===== src/design/biphase_backchannel_frame_decoder_assert.svh =====
// ----------------------------------------------------------------------------
// Assertion macros for the biphase backchannel frame decoder
// Sampled on clk, disabled while arst_n is low.
// ----------------------------------------------------------------------------
`ifndef BIPHASE_BACKCHANNEL_FRAME_DECODER_ASSERT_SVH
`define BIPHASE_BACKCHANNEL_FRAME_DECODER_ASSERT_SVH

// same-cycle implication
`define BBFD_ASSERT_IMP(lbl, ante, cons, msg) \
	lbl: assert property (@(posedge clk) disable iff (!arst_n) (ante) |-> (cons)) \
		else $error(msg);

// next-cycle implication
`define BBFD_ASSERT_NXT(lbl, ante, cons, msg) \
	lbl: assert property (@(posedge clk) disable iff (!arst_n) (ante) |=> (cons)) \
		else $error(msg);

`endif


===== src/design/bbfd_pkg.sv =====
// ----------------------------------------------------------------------------
// bbfd_pkg
// Types, constants and half-bit / frame helpers for the frame decoder.
// ----------------------------------------------------------------------------
package bbfd_pkg;

	localparam int unsigned PREAMBLE_LEN    = 20;
	localparam int unsigned DATA_HALF_BITS  = 20;
	localparam int unsigned FRAME_HALF_BITS = PREAMBLE_LEN + DATA_HALF_BITS;
	localparam int unsigned POS_W           = $clog2(FRAME_HALF_BITS + 1);
	localparam int unsigned IDX_W           = $clog2(DATA_HALF_BITS);
	localparam int unsigned INTERVAL_W      = 16;
	localparam int unsigned CFG_W           = 16;
	localparam int unsigned CFG_IDX_W       = 2;
	localparam int unsigned FB_W            = 8;
	localparam int unsigned FB_BITS         = 9;   // select + feedback bits checked

	localparam int unsigned Q_DEPTH         = 2;
	localparam int unsigned Q_PTR_W         = $clog2(Q_DEPTH);
	localparam int unsigned Q_CNT_W         = $clog2(Q_DEPTH + 1);

	localparam logic [CFG_W-1:0] RST_MIN_INTERVAL  = 16'd125;
	localparam logic [CFG_W-1:0] RST_LONG_INTERVAL = 16'd375;
	localparam logic [CFG_W-1:0] RST_MAX_INTERVAL  = 16'd625;
	localparam logic [CFG_W-1:0] RST_DISC_LIMIT    = 16'd1000;

	typedef enum logic [CFG_IDX_W-1:0] {
		CFG_MIN_INTERVAL     = 2'd0,
		CFG_LONG_INTERVAL    = 2'd1,
		CFG_MAX_INTERVAL     = 2'd2,
		CFG_DISCONNECT_LIMIT = 2'd3
	} cfg_reg_t;

	typedef struct packed {
		logic [CFG_W-1:0] min_interval;
		logic [CFG_W-1:0] long_interval;
		logic [CFG_W-1:0] max_interval;
		logic [CFG_W-1:0] disconnect_limit;
	} cfg_t;

	typedef struct packed {
		logic                  req_type;
		logic                  new_level;
		logic [INTERVAL_W-1:0] interval;
	} req_t;

	typedef struct packed {
		logic            frame_done;
		logic            link_connected;
		logic            data_valid;
		logic            power_select;
		logic [FB_W-1:0] power_feedback;
	} rsp_t;

	typedef enum logic [1:0] {
		OP_DROP = 2'd0,   // illegal interval, framing lost
		OP_ONE  = 2'd1,   // one half-bit
		OP_TWO  = 2'd2,   // two half-bits
		OP_TICK = 2'd3    // housekeeping tick
	} op_t;

	typedef struct packed {
		op_t  op;
		logic level;
	} cmd_t;

	typedef struct packed {
		logic [POS_W-1:0] pos;
		logic             wr;
		logic [IDX_W-1:0] idx;
		logic             done;
	} push_t;

	typedef struct packed {
		logic            ok;
		logic            sel;
		logic [FB_W-1:0] fb;
	} frame_t;

	// one half-bit into the framer
	function automatic push_t push_half_bit(logic [POS_W-1:0] pos, logic level);
		push_t            r;
		logic [POS_W-1:0] nxt;
		r.wr   = 1'b0;
		r.idx  = '0;
		r.done = 1'b0;
		if (pos < POS_W'(PREAMBLE_LEN)) begin
			// preamble alternates 0,1,... so the expected level is the position LSB
			nxt = (pos[0] == level) ? pos + POS_W'(1) : '0;
		end else begin
			r.wr  = 1'b1;
			r.idx = IDX_W'(pos - POS_W'(PREAMBLE_LEN));
			nxt   = pos + POS_W'(1);
		end
		if (nxt >= POS_W'(FRAME_HALF_BITS)) begin
			r.done = 1'b1;
			nxt    = '0;
		end
		r.pos = nxt;
		return r;
	endfunction

	// differential bi-phase: transition required at every bit boundary
	function automatic frame_t decode_frame(logic [DATA_HALF_BITS-1:0] h);
		frame_t r;
		r.ok = 1'b1;
		for (int i = 0; i < FB_BITS; i++) begin
			if (h[2*i+1] == h[2*i+2])
				r.ok = 1'b0;
		end
		for (int i = 1; i < FB_BITS; i++) begin
			r.fb[i-1] = h[2*i] ^ h[2*i+1];
		end
		r.sel = h[0] ^ h[1];
		return r;
	endfunction

endpackage


===== src/design/bbfd_cfg.sv =====
// ----------------------------------------------------------------------------
// bbfd_cfg
// Configuration register file: interval window and disconnect limit.
// ----------------------------------------------------------------------------
module bbfd_cfg (
	input  logic                            clk,
	input  logic                            arst_n,
	input  logic                            cfg_we,
	input  logic [bbfd_pkg::CFG_IDX_W-1:0]  cfg_idx,
	input  logic [bbfd_pkg::CFG_W-1:0]      cfg_wdata,
	output bbfd_pkg::cfg_t                  cfg
);

	bbfd_pkg::cfg_t cfg_q;

	always_ff @(posedge clk or negedge arst_n) begin
		if (!arst_n) begin
			cfg_q.min_interval     <= bbfd_pkg::RST_MIN_INTERVAL;
			cfg_q.long_interval    <= bbfd_pkg::RST_LONG_INTERVAL;
			cfg_q.max_interval     <= bbfd_pkg::RST_MAX_INTERVAL;
			cfg_q.disconnect_limit <= bbfd_pkg::RST_DISC_LIMIT;
		end else if (cfg_we) begin
			case (bbfd_pkg::cfg_reg_t'(cfg_idx))
				bbfd_pkg::CFG_MIN_INTERVAL:     cfg_q.min_interval     <= cfg_wdata;
				bbfd_pkg::CFG_LONG_INTERVAL:    cfg_q.long_interval    <= cfg_wdata;
				bbfd_pkg::CFG_MAX_INTERVAL:     cfg_q.max_interval     <= cfg_wdata;
				bbfd_pkg::CFG_DISCONNECT_LIMIT: cfg_q.disconnect_limit <= cfg_wdata;
				default: ;
			endcase
		end
	end

	assign cfg = cfg_q;

endmodule


===== src/design/bbfd_front.sv =====
// ----------------------------------------------------------------------------
// bbfd_front
// Accepts request words, classifies the flip interval and queues commands.
// ----------------------------------------------------------------------------
module bbfd_front (
	input  logic                clk,
	input  logic                arst_n,
	input  bbfd_pkg::cfg_t      cfg,
	input  logic                push,
	output logic                full,
	input  bbfd_pkg::req_t      din,
	output logic                cmd_vld,
	output bbfd_pkg::cmd_t      cmd,
	input  logic                cmd_pop
);

	bbfd_pkg::cmd_t                 cls;
	bbfd_pkg::cmd_t                 q_mem_q [bbfd_pkg::Q_DEPTH];
	logic [bbfd_pkg::Q_PTR_W-1:0]   wr_ptr_q;
	logic [bbfd_pkg::Q_PTR_W-1:0]   rd_ptr_q;
	logic [bbfd_pkg::Q_CNT_W-1:0]   cnt_q;
	logic                           wr_en;
	logic                           rd_en;

	always_comb begin
		cls.level = din.new_level;
		if (din.req_type)
			cls.op = bbfd_pkg::OP_TICK;
		else if (din.interval < cfg.min_interval || din.interval > cfg.max_interval)
			cls.op = bbfd_pkg::OP_DROP;
		else if (din.interval < cfg.long_interval)
			cls.op = bbfd_pkg::OP_ONE;
		else
			cls.op = bbfd_pkg::OP_TWO;
	end

	assign full    = (cnt_q == bbfd_pkg::Q_CNT_W'(bbfd_pkg::Q_DEPTH));
	assign cmd_vld = (cnt_q != '0);
	assign wr_en   = push && !full;
	assign rd_en   = cmd_pop && cmd_vld;
	assign cmd     = q_mem_q[rd_ptr_q];

	always_ff @(posedge clk) begin
		if (wr_en)
			q_mem_q[wr_ptr_q] <= cls;
	end

	always_ff @(posedge clk or negedge arst_n) begin
		if (!arst_n) begin
			wr_ptr_q <= '0;
			rd_ptr_q <= '0;
			cnt_q    <= '0;
		end else begin
			if (wr_en)
				wr_ptr_q <= wr_ptr_q + bbfd_pkg::Q_PTR_W'(1);
			if (rd_en)
				rd_ptr_q <= rd_ptr_q + bbfd_pkg::Q_PTR_W'(1);
			if (wr_en && !rd_en)
				cnt_q <= cnt_q + bbfd_pkg::Q_CNT_W'(1);
			else if (rd_en && !wr_en)
				cnt_q <= cnt_q - bbfd_pkg::Q_CNT_W'(1);
		end
	end

endmodule


===== src/design/bbfd_back.sv =====
// ----------------------------------------------------------------------------
// bbfd_back
// Framer, frame decode and link supervision; queues one result per command.
// ----------------------------------------------------------------------------
module bbfd_back (
	input  logic                clk,
	input  logic                arst_n,
	input  bbfd_pkg::cfg_t      cfg,
	input  logic                cmd_vld,
	input  bbfd_pkg::cmd_t      cmd,
	output logic                cmd_pop,
	input  logic                pop,
	output logic                empty,
	output bbfd_pkg::rsp_t      dout
);

	logic [bbfd_pkg::POS_W-1:0]          pos_q, pos_n;
	logic [bbfd_pkg::DATA_HALF_BITS-1:0] store_q, store_n, store_1, store_2;
	logic [bbfd_pkg::CFG_W-1:0]          silence_q, silence_n;
	logic                                conn_q, conn_n;
	logic                                valid_q, valid_n;
	logic                                sel_q, sel_n;
	logic [bbfd_pkg::FB_W-1:0]           fb_q, fb_n;
	logic                                done;
	bbfd_pkg::push_t                     p1, p2;
	bbfd_pkg::frame_t                    frm;
	bbfd_pkg::rsp_t                      rsp;

	bbfd_pkg::rsp_t                      q_mem_q [bbfd_pkg::Q_DEPTH];
	logic [bbfd_pkg::Q_PTR_W-1:0]        wr_ptr_q;
	logic [bbfd_pkg::Q_PTR_W-1:0]        rd_ptr_q;
	logic [bbfd_pkg::Q_CNT_W-1:0]        cnt_q;
	logic                                res_full;
	logic                                fire;
	logic                                rd_en;

	// a long interval pushes the same level twice, chained combinationally
	always_comb begin
		p1      = bbfd_pkg::push_half_bit(pos_q, cmd.level);
		store_1 = store_q;
		if (p1.wr)
			store_1[p1.idx] = cmd.level;
		p2      = bbfd_pkg::push_half_bit(p1.pos, cmd.level);
		store_2 = store_1;
		if (p2.wr)
			store_2[p2.idx] = cmd.level;
	end

	always_comb begin
		pos_n     = pos_q;
		store_n   = store_q;
		silence_n = silence_q;
		conn_n    = conn_q;
		valid_n   = valid_q;
		sel_n     = sel_q;
		fb_n      = fb_q;
		done      = 1'b0;
		case (cmd.op)
			bbfd_pkg::OP_DROP: begin
				pos_n = '0;
			end
			bbfd_pkg::OP_ONE: begin
				pos_n   = p1.pos;
				store_n = store_1;
				done    = p1.done;
			end
			bbfd_pkg::OP_TWO: begin
				pos_n   = p2.pos;
				store_n = store_2;
				done    = p1.done || p2.done;
			end
			bbfd_pkg::OP_TICK: begin
				if (silence_q < cfg.disconnect_limit) begin
					silence_n = silence_q + bbfd_pkg::CFG_W'(1);
					if (silence_n == cfg.disconnect_limit) begin
						conn_n  = 1'b0;
						valid_n = 1'b0;
					end
				end
			end
			default: ;
		endcase
		// the store holds both writes; a second push never writes after a completion
		frm = bbfd_pkg::decode_frame(store_n);
		if (done) begin
			silence_n = '0;
			conn_n    = 1'b1;
			valid_n   = frm.ok;
			if (frm.ok) begin
				sel_n = frm.sel;
				fb_n  = frm.fb;
			end
		end
		rsp.frame_done     = done;
		rsp.link_connected = conn_n;
		rsp.data_valid     = valid_n;
		rsp.power_select   = sel_n;
		rsp.power_feedback = fb_n;
	end

	assign res_full = (cnt_q == bbfd_pkg::Q_CNT_W'(bbfd_pkg::Q_DEPTH));
	assign fire     = cmd_vld && !res_full;
	assign cmd_pop  = fire;
	assign empty    = (cnt_q == '0);
	assign rd_en    = pop && !empty;
	assign dout     = q_mem_q[rd_ptr_q];

	always_ff @(posedge clk) begin
		if (fire) begin
			store_q           <= store_n;
			q_mem_q[wr_ptr_q] <= rsp;
		end
	end

	always_ff @(posedge clk or negedge arst_n) begin
		if (!arst_n) begin
			pos_q     <= '0;
			silence_q <= '0;
			conn_q    <= 1'b0;
			valid_q   <= 1'b0;
			sel_q     <= 1'b0;
			fb_q      <= '0;
		end else if (fire) begin
			pos_q     <= pos_n;
			silence_q <= silence_n;
			conn_q    <= conn_n;
			valid_q   <= valid_n;
			sel_q     <= sel_n;
			fb_q      <= fb_n;
		end
	end

	always_ff @(posedge clk or negedge arst_n) begin
		if (!arst_n) begin
			wr_ptr_q <= '0;
			rd_ptr_q <= '0;
			cnt_q    <= '0;
		end else begin
			if (fire)
				wr_ptr_q <= wr_ptr_q + bbfd_pkg::Q_PTR_W'(1);
			if (rd_en)
				rd_ptr_q <= rd_ptr_q + bbfd_pkg::Q_PTR_W'(1);
			if (fire && !rd_en)
				cnt_q <= cnt_q + bbfd_pkg::Q_CNT_W'(1);
			else if (rd_en && !fire)
				cnt_q <= cnt_q - bbfd_pkg::Q_CNT_W'(1);
		end
	end

endmodule


===== src/design/biphase_backchannel_frame_decoder.sv =====
// ----------------------------------------------------------------------------
// biphase_backchannel_frame_decoder
// Decodes differential bi-phase backchannel frames from flip-interval words.
// ----------------------------------------------------------------------------
// Each pushed word (a level flip with its interval, or a housekeeping tick)
// gives exactly one result word, in order. Sustained rate is one word per
// clock on both sides while neither side stalls; a result is registered
// first in a two-entry command queue by classification, then in a two-entry
// result queue by the framer's state update, which chains up to two
// half-bits and the frame check. Each side stalls on its own: full only
// rises after the command queue fills while results back up. Configuration
// writes are taken any cycle but must only be made while the block is idle.
// ----------------------------------------------------------------------------
`include "biphase_backchannel_frame_decoder_assert.svh"

module biphase_backchannel_frame_decoder (
	input  logic                            clk,
	input  logic                            arst_n,
	input  logic                            cfg_we,
	input  logic [bbfd_pkg::CFG_IDX_W-1:0]  cfg_idx,
	input  logic [bbfd_pkg::CFG_W-1:0]      cfg_wdata,
	input  logic                            push,
	output logic                            full,
	input  bbfd_pkg::req_t                  din,
	output logic                            empty,
	input  logic                            pop,
	output bbfd_pkg::rsp_t                  dout
);

	bbfd_pkg::cfg_t cfg;
	bbfd_pkg::cmd_t cmd;
	logic           cmd_vld;
	logic           cmd_pop;

	bbfd_cfg u_cfg (
		.clk       (clk),
		.arst_n    (arst_n),
		.cfg_we    (cfg_we),
		.cfg_idx   (cfg_idx),
		.cfg_wdata (cfg_wdata),
		.cfg       (cfg)
	);

	bbfd_front u_front (
		.clk     (clk),
		.arst_n  (arst_n),
		.cfg     (cfg),
		.push    (push),
		.full    (full),
		.din     (din),
		.cmd_vld (cmd_vld),
		.cmd     (cmd),
		.cmd_pop (cmd_pop)
	);

	bbfd_back u_back (
		.clk     (clk),
		.arst_n  (arst_n),
		.cfg     (cfg),
		.cmd_vld (cmd_vld),
		.cmd     (cmd),
		.cmd_pop (cmd_pop),
		.pop     (pop),
		.empty   (empty),
		.dout    (dout)
	);

	`BBFD_ASSERT_NXT(a_push_lands, push && !full, cmd_vld, "accepted word lost before back end")
	`BBFD_ASSERT_NXT(a_cmd_result, cmd_vld && cmd_pop, !empty, "executed command gave no result")
	`BBFD_ASSERT_IMP(a_done_conn, !empty && dout.frame_done, dout.link_connected, "frame done without link")
	`BBFD_ASSERT_IMP(a_valid_conn, !empty && dout.data_valid, dout.link_connected, "valid data without link")

endmodule

===== config.mk =====
export PLATFORM = sky130hd
export DESIGN_NAME = biphase_backchannel_frame_decoder
export DESIGN_NICKNAME = d
export VERILOG_FILES = /design/src/design/bbfd_pkg.sv /design/src/design/bbfd_cfg.sv /design/src/design/bbfd_front.sv /design/src/design/bbfd_back.sv /design/src/design/biphase_backchannel_frame_decoder.sv
export VERILOG_INCLUDE_DIRS = /design/src /design/src/design
export SDC_FILE = /design/constraint.sdc
export NUM_CORES = 1
export LEC_CHECK = 0
export ABC_AREA = 1
export BUFFER_PORTS_ARGS = -buffer_cell sky130_fd_sc_hd__clkbuf_2
export CAP_MARGIN = 20
export CORE_MARGIN = 1.5
export CORE_UTILIZATION = 50
export CTS_BUF_LIST = sky130_fd_sc_hd__clkbuf_8
export CTS_CLUSTER_SIZE = 20
export DETAILED_ROUTE_END_ITERATION = 10
export HOLD_SLACK_MARGIN = 0.03
export PLACE_DENSITY = 0.75
export REMOVE_ABC_BUFFERS = 1
export SLEW_MARGIN = 20
export SYNTH_ARGS = -nofsm -noshare
export SYNTH_HDL_FRONTEND = slang
export SYNTH_HIERARCHICAL = 1
export SYNTH_SLANG_ARGS = --single-unit

===== constraint.sdc =====
create_clock -name clk -period 8.6 [get_ports clk]
set_clock_uncertainty 0.15 [all_clocks]
set_input_delay 2.58 -clock clk [delete_from_list [all_inputs] [get_ports clk]]
set_output_delay 2.58 -clock clk [all_outputs]
set_load 0.05 [all_outputs]

## Word level (Yosys, flattened, before mapping)

Memories as Yosys holds them, arrays and structs flattened.
Index checks and enable logic that the tools add are counted.

- Bits in registers: 125
- Memory bits (writable): 30
- Bits of input ports: 41
- Logic and storage cells: 166
- Memories: 2

- Add/subtract/negate cells: 13
- Order comparisons: 12
- Equal/unequal tests: 20
- Mux-type cells: 56
- Bitwise operators: 9
- Reductions and logical operators: 36

Memories:

| name | depth | bits a word | read ports | clocked after Yosys merged registers in | write ports | RTL line | RTL |
|---|---|---|---|---|---|---|---|
| u_back.q_mem_q | 2 | 12 | 1 | 0 | 1 | bbfd_back.sv:29 | `bbfd_pkg::rsp_t q_mem_q [bbfd_pkg::Q_DEPTH];` |
| u_front.q_mem_q | 2 | 3 | 1 | 0 | 1 | bbfd_front.sv:18 | `bbfd_pkg::cmd_t q_mem_q [bbfd_pkg::Q_DEPTH];` |

Operators with widths:

| cell | count |
|---|---|
| 16-bit < comparator | 3 |
| 16-bit two-way mux | 3 |
| 6-bit two-way mux | 8 |
| 20-bit bitwise mux | 2 |
| 20-bit two-way mux | 2 |
| 20-bit case mux with 2 select lines | 1 |
| 1-bit two-way mux | 27 |
| 6-bit case mux with 3 select lines | 1 |
| 16-bit by 1-bit adder with 16-bit output, second input constant | 1 |
| 16-bit == test | 1 |
| 16-bit > comparator | 1 |
| 8-bit two-way mux | 2 |
| 2-bit two-way mux | 7 |
| 6-bit by 1-bit adder with 6-bit output, second input constant | 2 |
| 2-bit == test, second input constant | 6 |
| 6-bit >= comparator, second input constant | 2 |
| 5-bit by 6-bit < comparator with 1-bit output, second input constant | 2 |
| 6-bit by 5-bit < comparator with 1-bit output, second input constant | 2 |
| 2-bit AND reduction | 6 |
| 2-bit nonzero test | 6 |
| 1-bit == test | 11 |
| 1-bit demux with 5-bit select | 2 |
| 5-bit by 1-bit >= comparator with 1-bit output, second input constant | 2 |
| 1-bit logical AND | 10 |
| 12 further kinds | 36 |

## Logic depth before layout (Yosys ltp)

Gate-level depths: netlist of run 1.
An unclocked memory read counts as a cell.

- Word-level depth: 27
- Mapped depth: 34

## By module

Netlist of run 1, hierarchy kept.

Modules (own cells, without submodules):

| module | times used | cells an instance | area each (sq um) |
|---|---|---|---|
| bbfd_back | 1 | 855 | 6,288.5 |
| bbfd_cfg | 1 | 285 | 2,641.3 |
| bbfd_front | 1 | 244 | 1,681.6 |

## Worst setup path after synthesis of run 1

Ideal clock, no wire load.

- Kind: flip-flop to flip-flop
- From: register u_front.rd_ptr_q
- To: memory u_back/q_mem_q[0][0] (netlist bit), data pin
- Setup time: 0.257 ns
- Arrival: 3.774 ns
- Data required time: 8.193 ns
- Setup slack: 4.418 ns
- Stages on the path, launching flop included: 32
- Buffers on the path: 2
- Path through: dfrtp_1 -> inv_1 -> nand2_1 -> nand2_1 -> inv_1 -> clkbuf_1 -> ha_1 -> nand3_1 -> nand2_1 -> nand2_2 -> nand2_4 -> nand2_4 -> ha_1 -> inv_1 -> nand3_2 -> nand2_1 -> nand3_4 -> nor2_4 -> nand2_1 -> nand2_1 -> nand3_1 -> nand2_1 -> nand2_1 -> nand2_1 -> inv_1 -> nor2_1 -> nand2_1 -> nor2_8 -> nand3_2 -> buf_6 -> nand2_2 -> nand2_2

RTL lines:

| what | RTL line | RTL |
|---|---|---|
| start: declaration | bbfd_front.sv:20 | `logic [bbfd_pkg::Q_PTR_W-1:0] rd_ptr_q;` |
| start signal: assignment | bbfd_front.sv:57 | `rd_ptr_q <= rd_ptr_q + bbfd_pkg::Q_PTR_W'(1);` |
| end: declaration | bbfd_back.sv:29 |  |

==> results.py, run 1 <==
metrics = {
    "clock_network": {
        "ctsHoldBuffers": 0,
        "clock_latency_ps": 450,
        "cts_sinks": 154,
        "clock_path_buffers": 2,
        "cts-root-buf": "clkbuf_8",
        "path_clk_slew_ps": 80,
        "htreeDepth": 4,
        "cts_tree": "done",
        "post-cts-setup-buffers": 0,
        "cts_resized": 0,
        "numCtsBuffers": 17,
    },
    "pwr": {
        "vdd_drop_max_mv": 0.137,
        "leakagePower_nw": 5.83,
        "power.density_mw_per_mm2": 319,
    },
    "finish": {
        "final_nets": 1540,
        "final_core_util_pct": 54.9,
        "n_fill_cell": 1964,
        "syn_to_final_growth_pct": 8.10,
        "drive_gt1_share_pct": 14.3,
        "num_antenna_cells": 0,
    },
    "logic_synthesis": {
        "post-synth-top-count-cell": "nand2_1",
        "synth_compound_area_share_pct": 7.55,
        "synth_simple_gate_area_share_pct": 32.1,
        "yosys.area.top_type": "dfrtp_1",
        "synthMuxAreaShare_pct": 0.755,
        "synth-seq-area-share_pct": 38.9,
        "synth_ff_type": "dfrtp_1",
        "synth_cells": 1384,
        "synthArstFlopShare_pct": 68.2,
        "syn-cell-area_mm2": 0.0106,
        "avgSynthCellArea_um2": 7.67,
        "synth_top_family_by_area": "simple AND/OR/NAND/NOR gates",
        "synth_cell_types": 52,
        "ys_ff_latch": 154,
        "synth_common_cells": "nand2_1, inv_1, nand3_1, dfrtp_1, ha_1",
        "synth-xor-area-share_pct": 2.81,
        "yosys-top-cells-area": "dfrtp_1, nand2_1, edfxtp_1",
        "ys.warnings.count": 6,
        "synth_edf_count": 49,
        "yosys.area.top_type_share_pct": 19.1,
        "synth_fa_ha_area_share_pct": 9.08,
    },
    "global_route": {
        "met1_usage_pct": 29.6,
        "antenna_found_initial": 0,
        "grt-busiest-layer": "met2",
        "grt_pass1_wl_mm": 41.1,
        "grt_max_degree": 83,
        "met3_usage_pct": 3.65,
        "grt_pass1_vias": 8732,
        "overflow": 0,
        "gr-usage-met2_pct": 40.5,
        "grt_util_all_layers_pct": 23.2,
    },
    "floorplan": {
        "initial_core_util_pct": 50.8,
        "io_pins": 55,
        "die-width_um": 149,
        "die_h_um": 149,
        "num_rows": 53,
        "core-area_mm2": 0.0209,
        "dieArea_mm2": 0.0221,
    },
    "sta": {
        "max_freq_mhz": 177,
        "grt_setup_unrepaired": "false",
        "slew_viol_final": 0,
        "setup_tns_ps": 0,
        "fin_crit_sh_pct": 65.7,
        "fin_crit_ps": 5650,
        "tightestPinTransition_ps": 924,
        "hold_violations": 0,
        "setup_violations": 0,
        "slew-limit-headroom_pct": 38.4,
    },
    "drt": {
        "drc_errors": 0,
        "antenna_left": 0,
        "drt-initial-drc-count": 574,
        "vias_per_cell": 5.35,
        "dr.pass1.iters": 7,
        "routed_wl_mm": 24.7,
        "vias": 9153,
        "post_drt_wl_per_cell_um": 14.4,
    },
    "placed_design": {
        "gp_congestion": 0.880,
        "port_buffers": 54,
        "hpwl_mm": 18.0,
    },
    "worst_setup_path": {
        "critPathLaunchType": "flop",
        "path_delay_family": "simple AND/OR/NAND/NOR gates",
        "crit_path_max_incr_delay_ps": 510,
        "crit_buf_inv": 6,
        "endpoint_kind": "flop",
        "crit_path_frequent_cell": "nand2_1",
        "slowest_stage": "inv_1",
        "worstPathRequired_ps": 8820,
        "cp_max_fo": 24,
        "crit_type": "flop to flop",
        "critPathArrivalTime_ps": 5870,
    },
    "hold_path": {
        "worstHoldPathType": "flop to flop",
    },
    "run": {
        "maxCapViolations": 0,
    },
    "run_status": {
        "status": "complete, no violations",
    },
}
cells in the final DEF (no fill, tap or decap), types with 5 or more instances in the layout:
cell,instances
nand4_1,66
nand3_1,85
buf_4,5
nor2_4,7
o21ai_1,6
nand2_1,447
xor2_1,28
or2_2,5
ha_1,77
clkbuf_8,18
nor2_1,64
clkbuf_2,53
a21oi_1,37
nand2_4,7
dfstp_2,24
nand2_2,23
mux2i_1,8
nand3_2,9
o22ai_1,14
xnor2_1,6
inv_2,16
inv_1,177
dfrtp_1,81
o21ai_0,57
nor3_1,7
a21oi_2,8
edfxtp_1,49
worst min-delay path: cells and delay by family, from the launching register on:
family	cells	cell delay [ps]
and+or+nand+nor	2	90
DFF	1	380
flip-flops by register name, indices dropped and copies added, names as in the netlist:
name and count:
u_cfg/cfg 64, u_front/wr_ptr_q 1, u_back/store_q 19, u_back/sel_q 1
u_back/silence_q 16, u_back/q_mem_q 24, u_back/wr_ptr_q 1, u_back/conn_q 1
u_back/cnt_q 2, u_back/valid_q 1, u_back/pos_q 6, u_front/cnt_q 2
u_back/rd_ptr_q 1, u_back/fb_q 8, u_front/q_mem_q 6, u_front/rd_ptr_q 1
layer usage:
metal / share of wire [%] / vias up
met4: 1.4 / 0
met1: 44 / 4336
li1: - / 4578
met5: 0 / -
met2: 50 / 209
met3: 4.1 / 30
layout make-up:
class                   instances  area (um^2)  area share [%]
multi-input cells             994         5550            48.4
flip-flops and latches        154         4130            36.0
inverters                     196          738            6.44
well taps                     275          344            3.00
repair buffers                 59          314            2.74
clock buffers                  18          248            2.16
clock inverters                14          145            1.27
power by group:
part / switching, mW / leakage (nW) / internal (mW)
Combinational: 1.39 / 3.86 / 0.588
Clock: 0.281 / 0.211 / 0.268
Sequential: 0.112 / 1.76 / 1.03
cell families (layout without fill, tap and decap cells):
group	count (synthesis)	count (layout)
muxes	8	8
and+or+nand+nor	737	737
AOI/OAI and AO/OA	138	138
adders and majority gates	77	77
buffers and inverters	236	287
DFF	154	154
xor gates and xnor gates	34	34
per-stage QoR:
step	hold slack [ps]	power (mW)	std cells	cell area (um^2)	worst slack (ps)
floorplan	292	2.62	1344	10400	4120
global placement	302	3.06	1677	11100	3240
detailed placement	304	3.11	1677	11100	3010
CTS	318	3.66	1709	11500	3000
global route	329	3.97	1710	11500	2350
finish	316	3.66	1710	11500	2950
worst paths after layout:
path                                  start                  end  slack [ps]  cells after the start
max                        u_front/rd_ptr_q  u_back/silence_q[0]        2950                     26
min                           u_cfg/cfg[33]        u_cfg/cfg[33]         320                      2
max reg2reg                u_front/rd_ptr_q  u_back/silence_q[0]        2950                     26
min reg2reg                   u_cfg/cfg[33]        u_cfg/cfg[33]         320                      2
max in group asynchronous            arst_n      u_back/pos_q[5]        5390                      2
min in group asynchronous            arst_n  u_back/silence_q[6]        1870                      1
Note: power is estimated with default switching activity, not from simulation.
==> run 2: changes to the inputs <==
- clock period: 8.6 -> 5.25 ns (I/O delays scaled with it)
==> run 2 against run 1 <==
Effect of this change:
- clock-buffer cell count unchanged
- non-clock buffer count rose by 6
- wire length increased by 2.3%
- power is 64% higher
- worst setup slack worse by 2200 ps
==> results.py, run 2 (synthesis results as in run 1) <==
metrics = {
    "finish": {
        "largest_reg_flops": 64,
        "syn_to_final_growth_pct": 8.27,
        "layout_commonest_cell": "nand2_1",
        "num_antenna_cells": 0,
        "final_nets": 1546,
        "final_cell_mix": "nand2_1, inv_1, nand3_1",
        "drive_gt1_share_pct": 14.6,
        "n_fill_cell": 1975,
    },
    "clock_network": {
        "clock_path_buffers": 2,
        "ctsHoldBuffers": 0,
        "htreeDepth": 4,
        "numCtsBuffers": 17,
        "clock_latency_ps": 450,
        "post-cts-setup-buffers": 0,
        "cts_tree": "done",
        "cts-root-buf": "clkbuf_8",
        "path_clk_slew_ps": 90,
        "cts_resized": 0,
        "cts_sinks": 154,
    },
    "floorplan": {
        "io_pins": 55,
        "num_rows": 53,
        "die_h_um": 149,
        "initial_core_util_pct": 50.8,
        "core-area_mm2": 0.0209,
        "die-width_um": 149,
        "dieArea_mm2": 0.0221,
    },
    "drt": {
        "post_drt_wl_per_cell_um": 14.7,
        "drc_errors": 0,
        "routed_wl_mm": 25.2,
        "dr.pass1.iters": 5,
        "vias_per_cell": 5.32,
        "drt-initial-drc-count": 692,
        "antenna_left": 0,
        "vias": 9131,
    },
    "pwr": {
        "sequentialPowerShare_pct": 30.9,
        "p_sw_mw": 2.95,
        "p_int_mw": 3.06,
        "p_clk_share_pct": 14.4,
        "leakagePower_nw": 5.85,
        "vdd_drop_max_mv": 0.298,
        "p_sw_share_pct": 49.1,
        "power.density_mw_per_mm2": 523,
        "p_comb_share_pct": 54.7,
    },
    "sta": {
        "fin_crit_ps": 4480,
        "tightestPinTransition_ps": 947,
        "setup_violations": 0,
        "slew-limit-headroom_pct": 36.9,
        "whs_ps": 315,
        "grt_setup_unrepaired": "false",
        "slew_viol_final": 0,
        "hold_violations": 0,
        "fin_crit_sh_pct": 85.3,
        "max_freq_mhz": 223,
        "setup_tns_ps": 0,
    },
    "worst_setup_path": {
        "endpoint_kind": "flop",
        "reg2reg_to": "u_back/q_mem_q[1][7]",
        "critPathLaunchType": "flop",
        "critPathLaunch": "u_front/rd_ptr_q",
        "crit_end": "u_back/q_mem_q[1][7]",
        "reg2reg_from": "u_front/rd_ptr_q",
        "worstPathRequired_ps": 5300,
        "cp_max_fo": 11,
        "crit_type": "flop to flop",
        "r2r_cells": 27,
        "critPathArrivalTime_ps": 4530,
        "r2r_slack_ps": 770,
    },
    "hold_path": {
        "worstHoldPathType": "flop to flop",
        "hold_start": "u_cfg/cfg[25]",
    },
    "placed_design": {
        "hpwl_mm": 18.5,
        "gp_congestion": 0.926,
        "port_buffers": 54,
    },
    "global_route": {
        "gr-usage-met2_pct": 42.4,
        "overflow": 0,
        "met3_usage_pct": 4.91,
        "antenna_found_initial": 0,
        "grt_max_degree": 49,
        "grt-busiest-layer": "met2",
        "grt_pass1_vias": 8911,
        "met1_usage_pct": 29.0,
        "grt_util_all_layers_pct": 23.7,
        "grt_pass1_wl_mm": 42.0,
    },
    "run": {
        "maxCapViolations": 0,
    },
    "run_status": {
        "status": "complete, no violations",
    },
}
run 2: per-layer routing:
layer | up-vias | share of wire [%]
met5 | - | 0
met4 | 0 | 1.3
met3 | 33 | 5.8
met2 | 253 | 51
met1 | 4249 | 42
li1 | 4596 | -
run 2: final cells by class:
cell class | count | area, um^2 | share of cell area, %
clock buffer | 18 | 248 | 2.16
clock inverter | 14 | 119 | 1.03
inverter | 196 | 738 | 6.43
multi-input combinational | 994 | 5560 | 48.4
sequential | 154 | 4130 | 35.9
tap | 275 | 344 | 2.99
timing repair buffer | 65 | 355 | 3.09
run 2: worst min path at each step:
stage	cells past startpoint	to	slack [ps]
CTS	2	u_cfg/cfg[25]	320
global placement	2	u_cfg/cfg[33]	300
floorplan	2	u_cfg/cfg[17]	290
detailed placement	2	u_cfg/cfg[32]	300
finish	2	u_cfg/cfg[25]	320
global route	2	u_cfg/cfg[9]	340
run 2: through the flow:
step	utilization [%]	power, mW	worst slack (ps)	std cells	area, um^2
4_1_cts	55.0	6.03	755	1716	11500
3_5_place_dp	53.2	5.14	786	1684	11100
3_3_place_gp	53.2	5.05	947	1684	11100
6_report	55.0	6.01	772	1716	11500
2_1_floorplan	-	4.28	774	1344	10400
5_1_grt	55.0	6.48	256	1716	11500
run 2: worst max-delay path: stages, from the launching register on:
cell	delay, ps
dfrtp_1	410
inv_1	120
nand2_1	60
nand2_1	70
inv_1	60
ha_1	280
nand3_1	180
nand2_1	160
nand2_2	90
nand2_4	130
nand2_4	100
ha_1	210
inv_1	100
nand3_2	150
nand2_8	150
nand2_4	70
nor2_4	240
nand3_1	130
nand3_1	120
nand2_1	70
nand2_1	170
nor2_1	90
nor2_1	100
nand2_1	130
nor2_8	170
nand3_2	280
nand2_1	140
nand2_1	90
run 2: power groups by stage:
stage	clock network, mW	registers (mW)	logic, mW
2_1_floorplan	0	1.83	2.46
3_3_place_gp	0	1.87	3.18
3_5_place_dp	0	1.88	3.26
4_1_cts	0.887	1.86	3.28
5_1_grt	0.939	1.89	3.65
6_report	0.868	1.85	3.29
